### config.mk
export PLATFORM = sky130hd
export DESIGN_NAME = gregorian_date_arithmetic
export DESIGN_NICKNAME = d
export VERILOG_FILES = /design/src/hw/rtl/gda_pkg.sv /design/src/hw/rtl/gregorian_date_arithmetic.sv
export VERILOG_INCLUDE_DIRS = /design/src /design/src/hw/rtl
export SDC_FILE = /design/constraint.sdc
export NUM_CORES = 2
export LEC_CHECK = 0
export BUFFER_PORTS_ARGS = -buffer_cell sky130_fd_sc_hd__buf_2
export CORE_MARGIN = 8
export CORE_UTILIZATION = 25
export CTS_CLUSTER_DIAMETER = 200
export DETAILED_ROUTE_END_ITERATION = 8
export PLACE_DENSITY = 0.4
export SETUP_SLACK_MARGIN = 0.2
export SKIP_CTS_REPAIR_TIMING = 1
export SKIP_LAST_GASP = 1
export SLEW_MARGIN = 40
export SYNTH_ARGS = -nofsm -noshare
export SYNTH_HDL_FRONTEND = slang
export SYNTH_SLANG_ARGS = --single-unit
### constraint.sdc
create_clock -name i_clk -period 22.7 [get_ports i_clk]
set_clock_uncertainty 0.15 [all_clocks]
set_input_delay 1.135 -clock i_clk [delete_from_list [all_inputs] [get_ports i_clk]]
set_output_delay 1.135 -clock i_clk [all_outputs]
set_load 0.05 [all_outputs]
### src/hw/rtl/gregorian_date_arithmetic_macros.svh
// ----------------------------------------------------------------------------
// gregorian date arithmetic assertion macros
// shared concurrent assertion forms, clocked on i_clk, off during reset
// ----------------------------------------------------------------------------
`ifndef GREGORIAN_DATE_ARITHMETIC_MACROS_SVH
`define GREGORIAN_DATE_ARITHMETIC_MACROS_SVH

// same-cycle implication
`define GDA_ASSERT_IMP(lbl, ante, cons) \
    lbl: assert property (@(posedge i_clk) disable iff (!i_rst_n) (ante) |-> (cons)) \
        else $error("gda assertion failed");

// next-cycle implication
`define GDA_ASSERT_NXT(lbl, ante, cons) \
    lbl: assert property (@(posedge i_clk) disable iff (!i_rst_n) (ante) |=> (cons)) \
        else $error("gda assertion failed");

`endif

### src/hw/rtl/gda_pkg.sv
// ----------------------------------------------------------------------------
// gda_pkg
// types, constants and calendar tables of the gregorian date arithmetic unit
// ----------------------------------------------------------------------------
package gda_pkg;

    localparam int unsigned MAX_YEAR_DEF   = 9999;
    localparam int unsigned DELTA_BITS_DEF = 16;

    // day numbers up to year 65535 fit in 25 bits
    localparam int unsigned NUM_W  = 25;
    localparam int unsigned DIFF_W = 22;

    localparam logic [DIFF_W-1:0] DIFF_MAX = {DIFF_W{1'b1}};

    localparam int unsigned D400 = 146097;
    localparam int unsigned D100 = 36524;
    localparam int unsigned D4   = 1461;
    localparam int unsigned D1   = 365;

    // reciprocals, exact over the value ranges seen at each step
    localparam logic [25:0] K400  = 26'(((64'd1 << 43) + 64'd146096) / 64'd146097);
    localparam logic [17:0] K100  = 18'(((64'd1 << 33) + 64'd36523) / 64'd36524);
    localparam logic [15:0] K4    = 16'(((64'd1 << 26) + 64'd1460) / 64'd1461);
    localparam logic [11:0] K1    = 12'(((64'd1 << 20) + 64'd364) / 64'd365);
    localparam logic [17:0] K100Y = 18'(((64'd1 << 24) + 64'd99) / 64'd100);

    typedef enum logic [1:0] {
        FUNC_ADD  = 2'd0,
        FUNC_SUB  = 2'd1,
        FUNC_DIFF = 2'd2,
        FUNC_RSVD = 2'd3
    } t_func;

    typedef struct packed {
        logic              dt;
        logic              err;
        logic [DIFF_W-1:0] diff;
        logic [NUM_W-1:0]  r;
        logic [7:0]        q400;
        logic [1:0]        q100;
        logic [4:0]        q4;
        logic [1:0]        q1;
        logic [15:0]       year;
        logic              leap;
        logic [3:0]        month;
        logic [4:0]        day;
    } t_bk;

    function automatic logic [4:0] month_len(input logic [3:0] m, input logic leap);
        logic [4:0] l;
        case (m)
            4'd4, 4'd6, 4'd9, 4'd11: l = 5'd30;
            4'd2:                    l = leap ? 5'd29 : 5'd28;
            default:                 l = 5'd31;
        endcase
        return l;
    endfunction

    // days of the year before the first of month m
    function automatic logic [8:0] cum_days(input logic [3:0] m, input logic leap);
        logic [8:0] c;
        logic [8:0] lp;
        lp = {8'd0, leap};
        case (m)
            4'd1:    c = 9'd0;
            4'd2:    c = 9'd31;
            4'd3:    c = 9'd59 + lp;
            4'd4:    c = 9'd90 + lp;
            4'd5:    c = 9'd120 + lp;
            4'd6:    c = 9'd151 + lp;
            4'd7:    c = 9'd181 + lp;
            4'd8:    c = 9'd212 + lp;
            4'd9:    c = 9'd243 + lp;
            4'd10:   c = 9'd273 + lp;
            4'd11:   c = 9'd304 + lp;
            4'd12:   c = 9'd334 + lp;
            default: c = 9'd0;
        endcase
        return c;
    endfunction

endpackage

### src/hw/rtl/gregorian_date_arithmetic.sv
// ----------------------------------------------------------------------------
// gregorian_date_arithmetic
// add or subtract days from a date, or the absolute day count between dates
// ----------------------------------------------------------------------------
// Fourteen-stage pipeline: a request enters every cycle while the output
// is not held. Dates become linear day numbers, the sum, difference or
// distance is taken, and the day number is split back into 400, 100, 4
// and 1 year periods through reciprocal multipliers, each in its own
// stage. The pipeline holds as a whole while a finished result waits at
// the output, so o_ready is low exactly while the output is held.
`include "gregorian_date_arithmetic_macros.svh"

module gregorian_date_arithmetic #(
    parameter int unsigned MAX_YEAR   = gda_pkg::MAX_YEAR_DEF,
    parameter int unsigned DELTA_BITS = gda_pkg::DELTA_BITS_DEF
) (
    input  logic        i_clk,
    input  logic        i_rst_n,
    input  logic        i_valid,
    output logic        o_ready,
    input  logic [1:0]  i_func,
    input  logic [4:0]  i_day_a,
    input  logic [3:0]  i_month_a,
    input  logic [13:0] i_year_a,
    input  logic [15:0] i_delta,
    input  logic [4:0]  i_day_b,
    input  logic [3:0]  i_month_b,
    input  logic [13:0] i_year_b,
    output logic        o_valid,
    input  logic        i_ready,
    output logic [4:0]  o_res_day,
    output logic [3:0]  o_res_month,
    output logic [13:0] o_res_year,
    output logic [21:0] o_day_diff,
    output logic        o_err
);

    localparam int unsigned NW     = gda_pkg::NUM_W;
    localparam int unsigned STAGES = 14;
    localparam int unsigned DB     = (DELTA_BITS < 16) ? DELTA_BITS : 16;
    localparam logic [15:0] DELTA_MASK = 16'((32'd1 << DB) - 32'd1);
    localparam logic [NW-1:0] LAST = NW'(MAX_YEAR * 365 + MAX_YEAR / 4
                                        - MAX_YEAR / 100 + MAX_YEAR / 400 - 1);

    logic               en;
    logic [STAGES-1:0]  r_vld;

    // front end, one slot per date
    logic [4:0]    in_d [2];
    logic [3:0]    in_m [2];
    logic [13:0]   in_y [2];

    logic [15:0]   n1_p [2], r1_p [2];
    logic [33:0]   prod1 [2];
    logic [9:0]    n1_q [2], r1_q [2];
    logic          n1_yok [2], r1_yok [2];
    logic [4:0]    r1_d [2];
    logic [3:0]    r1_m [2];
    logic [1:0]    r1_func;
    logic [15:0]   r1_delta;

    logic [15:0]   rem [2];
    logic          lp [2];
    logic          n2_ok [2], r2_ok [2];
    logic [NW-1:0] n2_base [2], r2_base [2];
    logic [8:0]    n2_doy [2], r2_doy [2];
    logic [1:0]    r2_func;
    logic [15:0]   r2_delta;

    logic [NW-1:0] r3_n [2];
    logic          r3_ok [2];
    logic [1:0]    r3_func;
    logic [15:0]   r3_delta;

    logic              n4_dt, r4_dt;
    logic              n4_err, r4_err;
    logic [21:0]       n4_diff, r4_diff;
    logic [NW-1:0]     n4_n, r4_n;
    logic [NW:0]       sum4;
    logic [NW-1:0]     abs4;

    gda_pkg::t_bk  n_bk [10];
    gda_pkg::t_bk  r_bk [10];
    logic [50:0]   m400;
    logic [35:0]   m100;
    logic [31:0]   m4;
    logic [22:0]   m1;
    logic [3:0]    mcnt;

    assign en      = !r_vld[STAGES-1] || i_ready;
    assign o_ready = en;
    assign o_valid = r_vld[STAGES-1];

    assign in_d[0] = i_day_a;
    assign in_d[1] = i_day_b;
    assign in_m[0] = i_month_a;
    assign in_m[1] = i_month_b;
    assign in_y[0] = i_year_a;
    assign in_y[1] = i_year_b;

    always_ff @(posedge i_clk) begin
        if (!i_rst_n) begin
            r_vld <= '0;
        end else if (en) begin
            r_vld <= {r_vld[STAGES-2:0], i_valid};
        end
    end

    // stage 1: year minus one and its hundreds
    always_comb begin
        for (int j = 0; j < 2; j++) begin
            n1_p[j]   = {2'b00, in_y[j]} - 16'd1;
            prod1[j]  = 34'(n1_p[j]) * 34'(gda_pkg::K100Y);
            n1_q[j]   = prod1[j][33:24];
            n1_yok[j] = (in_y[j] != 14'd0) && ({2'b00, in_y[j]} <= 16'(MAX_YEAR));
        end
    end

    // stage 2: leap year, validity, day number parts
    always_comb begin
        for (int j = 0; j < 2; j++) begin
            rem[j] = r1_p[j] - 16'(r1_q[j]) * 16'd100;
            lp[j]  = (r1_p[j][1:0] == 2'b11) && ((rem[j] != 16'd99) || (r1_q[j][1:0] == 2'b11));
            n2_ok[j] = r1_yok[j] && (r1_m[j] >= 4'd1) && (r1_m[j] <= 4'd12)
                       && (r1_d[j] >= 5'd1) && (r1_d[j] <= gda_pkg::month_len(r1_m[j], lp[j]));
            n2_base[j] = NW'(r1_p[j]) * NW'(365) + NW'(r1_p[j][15:2])
                         - NW'(r1_q[j]) + NW'(r1_q[j][9:2]);
            n2_doy[j]  = gda_pkg::cum_days(r1_m[j], lp[j]) + 9'(r1_d[j]) - 9'd1;
        end
    end

    // stage 4: the operation itself
    always_comb begin
        sum4    = {1'b0, r3_n[0]} + (NW + 1)'(r3_delta);
        abs4    = (r3_n[0] >= r3_n[1]) ? (r3_n[0] - r3_n[1]) : (r3_n[1] - r3_n[0]);
        n4_dt   = 1'b1;
        n4_err  = !r3_ok[0];
        n4_diff = '0;
        n4_n    = r3_n[0];
        case (r3_func)
            gda_pkg::FUNC_ADD: begin
                if (sum4 > {1'b0, LAST}) begin
                    n4_err = 1'b1;
                end
                n4_n = sum4[NW-1:0];
            end
            gda_pkg::FUNC_SUB: begin
                if (NW'(r3_delta) > r3_n[0]) begin
                    n4_err = 1'b1;
                end
                n4_n = r3_n[0] - NW'(r3_delta);
            end
            gda_pkg::FUNC_DIFF: begin
                n4_dt  = 1'b0;
                n4_err = !r3_ok[0] || !r3_ok[1];
                if (abs4 > NW'(gda_pkg::DIFF_MAX)) begin
                    n4_diff = gda_pkg::DIFF_MAX;
                end else begin
                    n4_diff = abs4[21:0];
                end
                if (n4_err) begin
                    n4_diff = '0;
                end
            end
            default: begin
                n4_dt  = 1'b0;
                n4_err = 1'b1;
            end
        endcase
    end

    always_ff @(posedge i_clk) begin
        if (en) begin
            for (int j = 0; j < 2; j++) begin
                r1_p[j]    <= n1_p[j];
                r1_q[j]    <= n1_q[j];
                r1_yok[j]  <= n1_yok[j];
                r1_d[j]    <= in_d[j];
                r1_m[j]    <= in_m[j];
                r2_ok[j]   <= n2_ok[j];
                r2_base[j] <= n2_base[j];
                r2_doy[j]  <= n2_doy[j];
                r3_n[j]    <= r2_base[j] + NW'(r2_doy[j]);
                r3_ok[j]   <= r2_ok[j];
            end
            r1_func  <= i_func;
            r1_delta <= i_delta & DELTA_MASK;
            r2_func  <= r1_func;
            r2_delta <= r1_delta;
            r3_func  <= r2_func;
            r3_delta <= r2_delta;
            r4_dt    <= n4_dt;
            r4_err   <= n4_err;
            r4_diff  <= n4_diff;
            r4_n     <= n4_n;
        end
    end

    // stages 5 to 14: day number back to a date
    always_comb begin
        m400 = 51'(r4_n) * 51'(gda_pkg::K400);
        m100 = 36'(r_bk[1].r[17:0]) * 36'(gda_pkg::K100);
        m4   = 32'(r_bk[3].r[15:0]) * 32'(gda_pkg::K4);
        m1   = 23'(r_bk[5].r[10:0]) * 23'(gda_pkg::K1);
        mcnt = 4'd1;
        for (int k = 2; k <= 12; k++) begin
            if (r_bk[7].r[8:0] >= gda_pkg::cum_days(4'(k), r_bk[7].leap)) begin
                mcnt = mcnt + 4'd1;
            end
        end

        n_bk[0]      = '0;
        n_bk[0].dt   = r4_dt;
        n_bk[0].err  = r4_err;
        n_bk[0].diff = r4_diff;
        n_bk[0].r    = r4_n;
        n_bk[0].q400 = m400[50:43];

        n_bk[1]   = r_bk[0];
        n_bk[1].r = r_bk[0].r - NW'(r_bk[0].q400) * NW'(gda_pkg::D400);

        n_bk[2]      = r_bk[1];
        n_bk[2].q100 = (m100[35:33] > 3'd3) ? 2'd3 : m100[34:33];

        n_bk[3]   = r_bk[2];
        n_bk[3].r = r_bk[2].r - NW'(r_bk[2].q100) * NW'(gda_pkg::D100);

        n_bk[4]    = r_bk[3];
        n_bk[4].q4 = m4[30:26];

        n_bk[5]   = r_bk[4];
        n_bk[5].r = r_bk[4].r - NW'(r_bk[4].q4) * NW'(gda_pkg::D4);

        n_bk[6]    = r_bk[5];
        n_bk[6].q1 = (m1[22:20] > 3'd3) ? 2'd3 : m1[21:20];

        n_bk[7]      = r_bk[6];
        n_bk[7].r    = r_bk[6].r - NW'(r_bk[6].q1) * NW'(gda_pkg::D1);
        n_bk[7].year = 16'(r_bk[6].q400) * 16'd400 + 16'(r_bk[6].q100) * 16'd100
                       + 16'(r_bk[6].q4) * 16'd4 + 16'(r_bk[6].q1) + 16'd1;
        n_bk[7].leap = (r_bk[6].q1 == 2'd3)
                       && ((r_bk[6].q4 != 5'd24) || (r_bk[6].q100 == 2'd3));

        n_bk[8]       = r_bk[7];
        n_bk[8].month = mcnt;

        n_bk[9]     = r_bk[8];
        n_bk[9].day = 5'(r_bk[8].r[8:0] - gda_pkg::cum_days(r_bk[8].month, r_bk[8].leap)
                         + 9'd1);
    end

    always_ff @(posedge i_clk) begin
        if (en) begin
            for (int k = 0; k < 10; k++) begin
                r_bk[k] <= n_bk[k];
            end
        end
    end

    assign o_res_day   = (r_bk[9].dt && !r_bk[9].err) ? r_bk[9].day : 5'd0;
    assign o_res_month = (r_bk[9].dt && !r_bk[9].err) ? r_bk[9].month : 4'd0;
    assign o_res_year  = (r_bk[9].dt && !r_bk[9].err) ? r_bk[9].year[13:0] : 14'd0;
    assign o_day_diff  = r_bk[9].diff;
    assign o_err       = r_bk[9].err;

    `GDA_ASSERT_IMP(a_err_zero, o_valid && o_err, (o_res_day == 5'd0) && (o_res_month == 4'd0) && (o_res_year == 14'd0) && (o_day_diff == 22'd0))
    `GDA_ASSERT_IMP(a_date_ok, o_valid && !o_err && (o_res_month != 4'd0), (o_res_day != 5'd0) && (o_res_month <= 4'd12) && (o_day_diff == 22'd0))
    `GDA_ASSERT_NXT(a_hold, !en, $stable(r_vld))

endmodule

==> flow_metrics.tcl <==
set metrics [dict create \
    status "finished with violations" \
    violations "antenna violations" \
    synth_edf_count 788 \
    vias 46900 \
    cts_sinks 802 \
    firstDrtPassIters 5 \
    remaining_drc_errors 0 \
    dp_hpwl_mm 151 \
    wl_per_cell_um 16.1 \
    finalWirelength_mm 181 \
    synth_ff_type "edfxtp_1" \
    syn_nets 9295 \
    syn_avg_cell_area_um2 11.7 \
    h-tree-depth 3 \
    die-area_um2 338000 \
    yosys.area.top_type "edfxtp_1" \
    clk_latency_ps 740 \
    cts.path.max_buffers 3 \
    arrival_ps 8900 \
    grt_max_degree 91 \
    end_kind "flop" \
    antenna_found_initial 7 \
    max-cap-violations 0 \
    ant_nets 1 \
    die_x_um 582 \
    crit_fanout 12 \
    root_buffer "clkbuf_16" \
    fmax_ghz 0.117 \
    vias_per_cell 4.15 \
    max_slew.worst_pin.slew_ps 837 \
    ys_types 97 \
    core-area_um2 318000 \
    syn-cell-area_um2 80000 \
    synth.yosys.seq_area_share 0.299 \
    slew_headroom 0.435 \
    rsz0062_at_grt "false" \
    areaGrowthSynthToFinish_pct 11.4 \
    hold_viol_final 0 \
    yosys_warnings 0 \
    grt.overflow.total 0 \
    nets 9456 \
    grt_pass1_vias 52000 \
    portBuffers 115 \
    setup_viol_count_final 0 \
    finalCriticalPeriod_ps 8560 \
    synthTopCellsByArea "edfxtp_1, fa_1, ha_1" \
    netlist.area_leader.share 0.296 \
    tns_ps 0 \
    ys_async_sr_fraction 0 \
    cts_tree "done" \
    cp-start-kind "input pin" \
    drt_iter0_drc 1733 \
    grt_pass1_wl_mm 293 \
    fin_crit_sh 0.377 \
    synthCells 6862 \
    gp_congestion 0.798 \
    crit_type "input pin to flop" \
    ios 116 \
    hp-class "flop to flop" \
    ys_ff_latch 802 \
    cp_data_required_time_ps 23040 \
    grt_use_total 0.108 \
    rows 207 \
    timing.hold.ws_ps 228 \
    drv_slew 0 \
    cts_buffers 98 \
    placedCellCount 11100 \
    initial_core_util 0.251 \
    final_cells 11300 \
    die_y_um 582 \
    drive_gt1_frac 0.0539 \
    path_clk_slew_ps 60 \
]
per-layer routing:
metal,GRT usage,vias up,part of all wire
met2,0.186,516,0.48
met5,0,-,0
met4,0.0240,0,0.022
met3,0.0143,184,0.029
li1,-,23200,-
met1,0.144,23000,0.47
placed cells by master, fill, tap and decap left out, types with 50 or more instances in the layout:
cell type,count
inv_1,1480
ha_1,1430
fa_1,935
edfxtp_1,788
xnor2_1,255
nor2_1,250
a21oi_1,233
nand2_1,210
o21ai_0,115
buf_2,115
a21o_1,106
xor2_1,98
clkbuf_16,98
nor3_1,80
nand3_1,58
o21a_1,53
nor2b_1,50
cell usage after synthesis, drive strengths merged, types with 31 or more instances:
library cell and number:
fa 935, nand2 211, ha 1430, nor3 82, buf 44, o21a 53, and2 33, nand3 58
a21oi 258, xor2 104, nor2 250, edfxtp 788, a21o 107, xnor2 258, or3 32, o21bai 31
nand2b 37, o21ai 149, nor2b 50, a21boi 32, nand4 35, inv 1483, clkbuf 47
critical path, stage by stage:
cell and delay (ps):
buf_2 130, inv_1 470, ha_1 370, nand2_1 140, or3_1 350, xnor2_1 560, inv_1 190, fa_1 570
inv_1 90, fa_1 480, fa_1 540, inv_1 70, fa_1 500, fa_1 530, fa_1 500, ha_1 290
o21a_1 110, nor2_1 40, o21ai_0 140, o2111ai_1 220, a311oi_1 630, a211oi_1 200, o31ai_1 380, a21oi_1 140
xnor2_1 130
area by class of cell:
cell class,instances,area (um2)
diodes,6,15.0
clock buffers,109,2490
clock inverters,72,832
fillers,33000,229000
inverters,1486,5590
multi-input cells,4483,50100
flip-flops and latches,802,23900
well taps,4180,5230
repair buffers,152,892
through the flow:
stage / cell area (um2) / worst slack (ps) / utilization
6_report: 89100 / 14140 / 0.280
5_1_grt: 89100 / 13610 / 0.280
4_1_cts: 89000 / 14080 / 0.280
3_5_place_dp: 85700 / 13240 / 0.269
3_3_place_gp: 85600 / 13490 / 0.269
2_1_floorplan: 80000 / 9970 / -
flip-flops by register name (all words and copies together), names as in the netlist, 14 cells and up:
signal	count
r1_delta	16
r1_p	30
r1_q	20
r2_base	50
r2_delta	16
r2_doy	18
r3_delta	16
r3_n	50
r4_diff	22
r4_n	25
r_bk	493
r_vld	14
cell families (layout without fill, tap and decap cells):
group | count (synthesis) | after routing | synth area share
other | 0 | 6 | 0
and+or+nand+nor | 888 | 888 | 0.0542
adders and majority gates | 2365 | 2365 | 0.458
DFF | 802 | 802 | 0.299
xor gates and xnor gates | 362 | 362 | 0.0397
muxes | 27 | 27 | 0.00354
buffers and inverters | 1577 | 1819 | 0.0758
AOI/OAI and AO/OA | 841 | 841 | 0.0695
final timing paths:
path | cells after the start | slack (ps) | start | end
worst min-delay path | 0 | 230 | r4_err | r_bk[0][90]
worst max register to register | 21 | 14550 | r4_n[2] | r_bk[0][42]
worst min register to register | 0 | 230 | r4_err | r_bk[0][90]
worst max-delay path | 25 | 14140 | i_year_b[0] | r1_q[0][19]
Power is left out: the tool's default activity adds up to more than one toggle a clock period on the data nets, which glitch-free logic cannot reach.
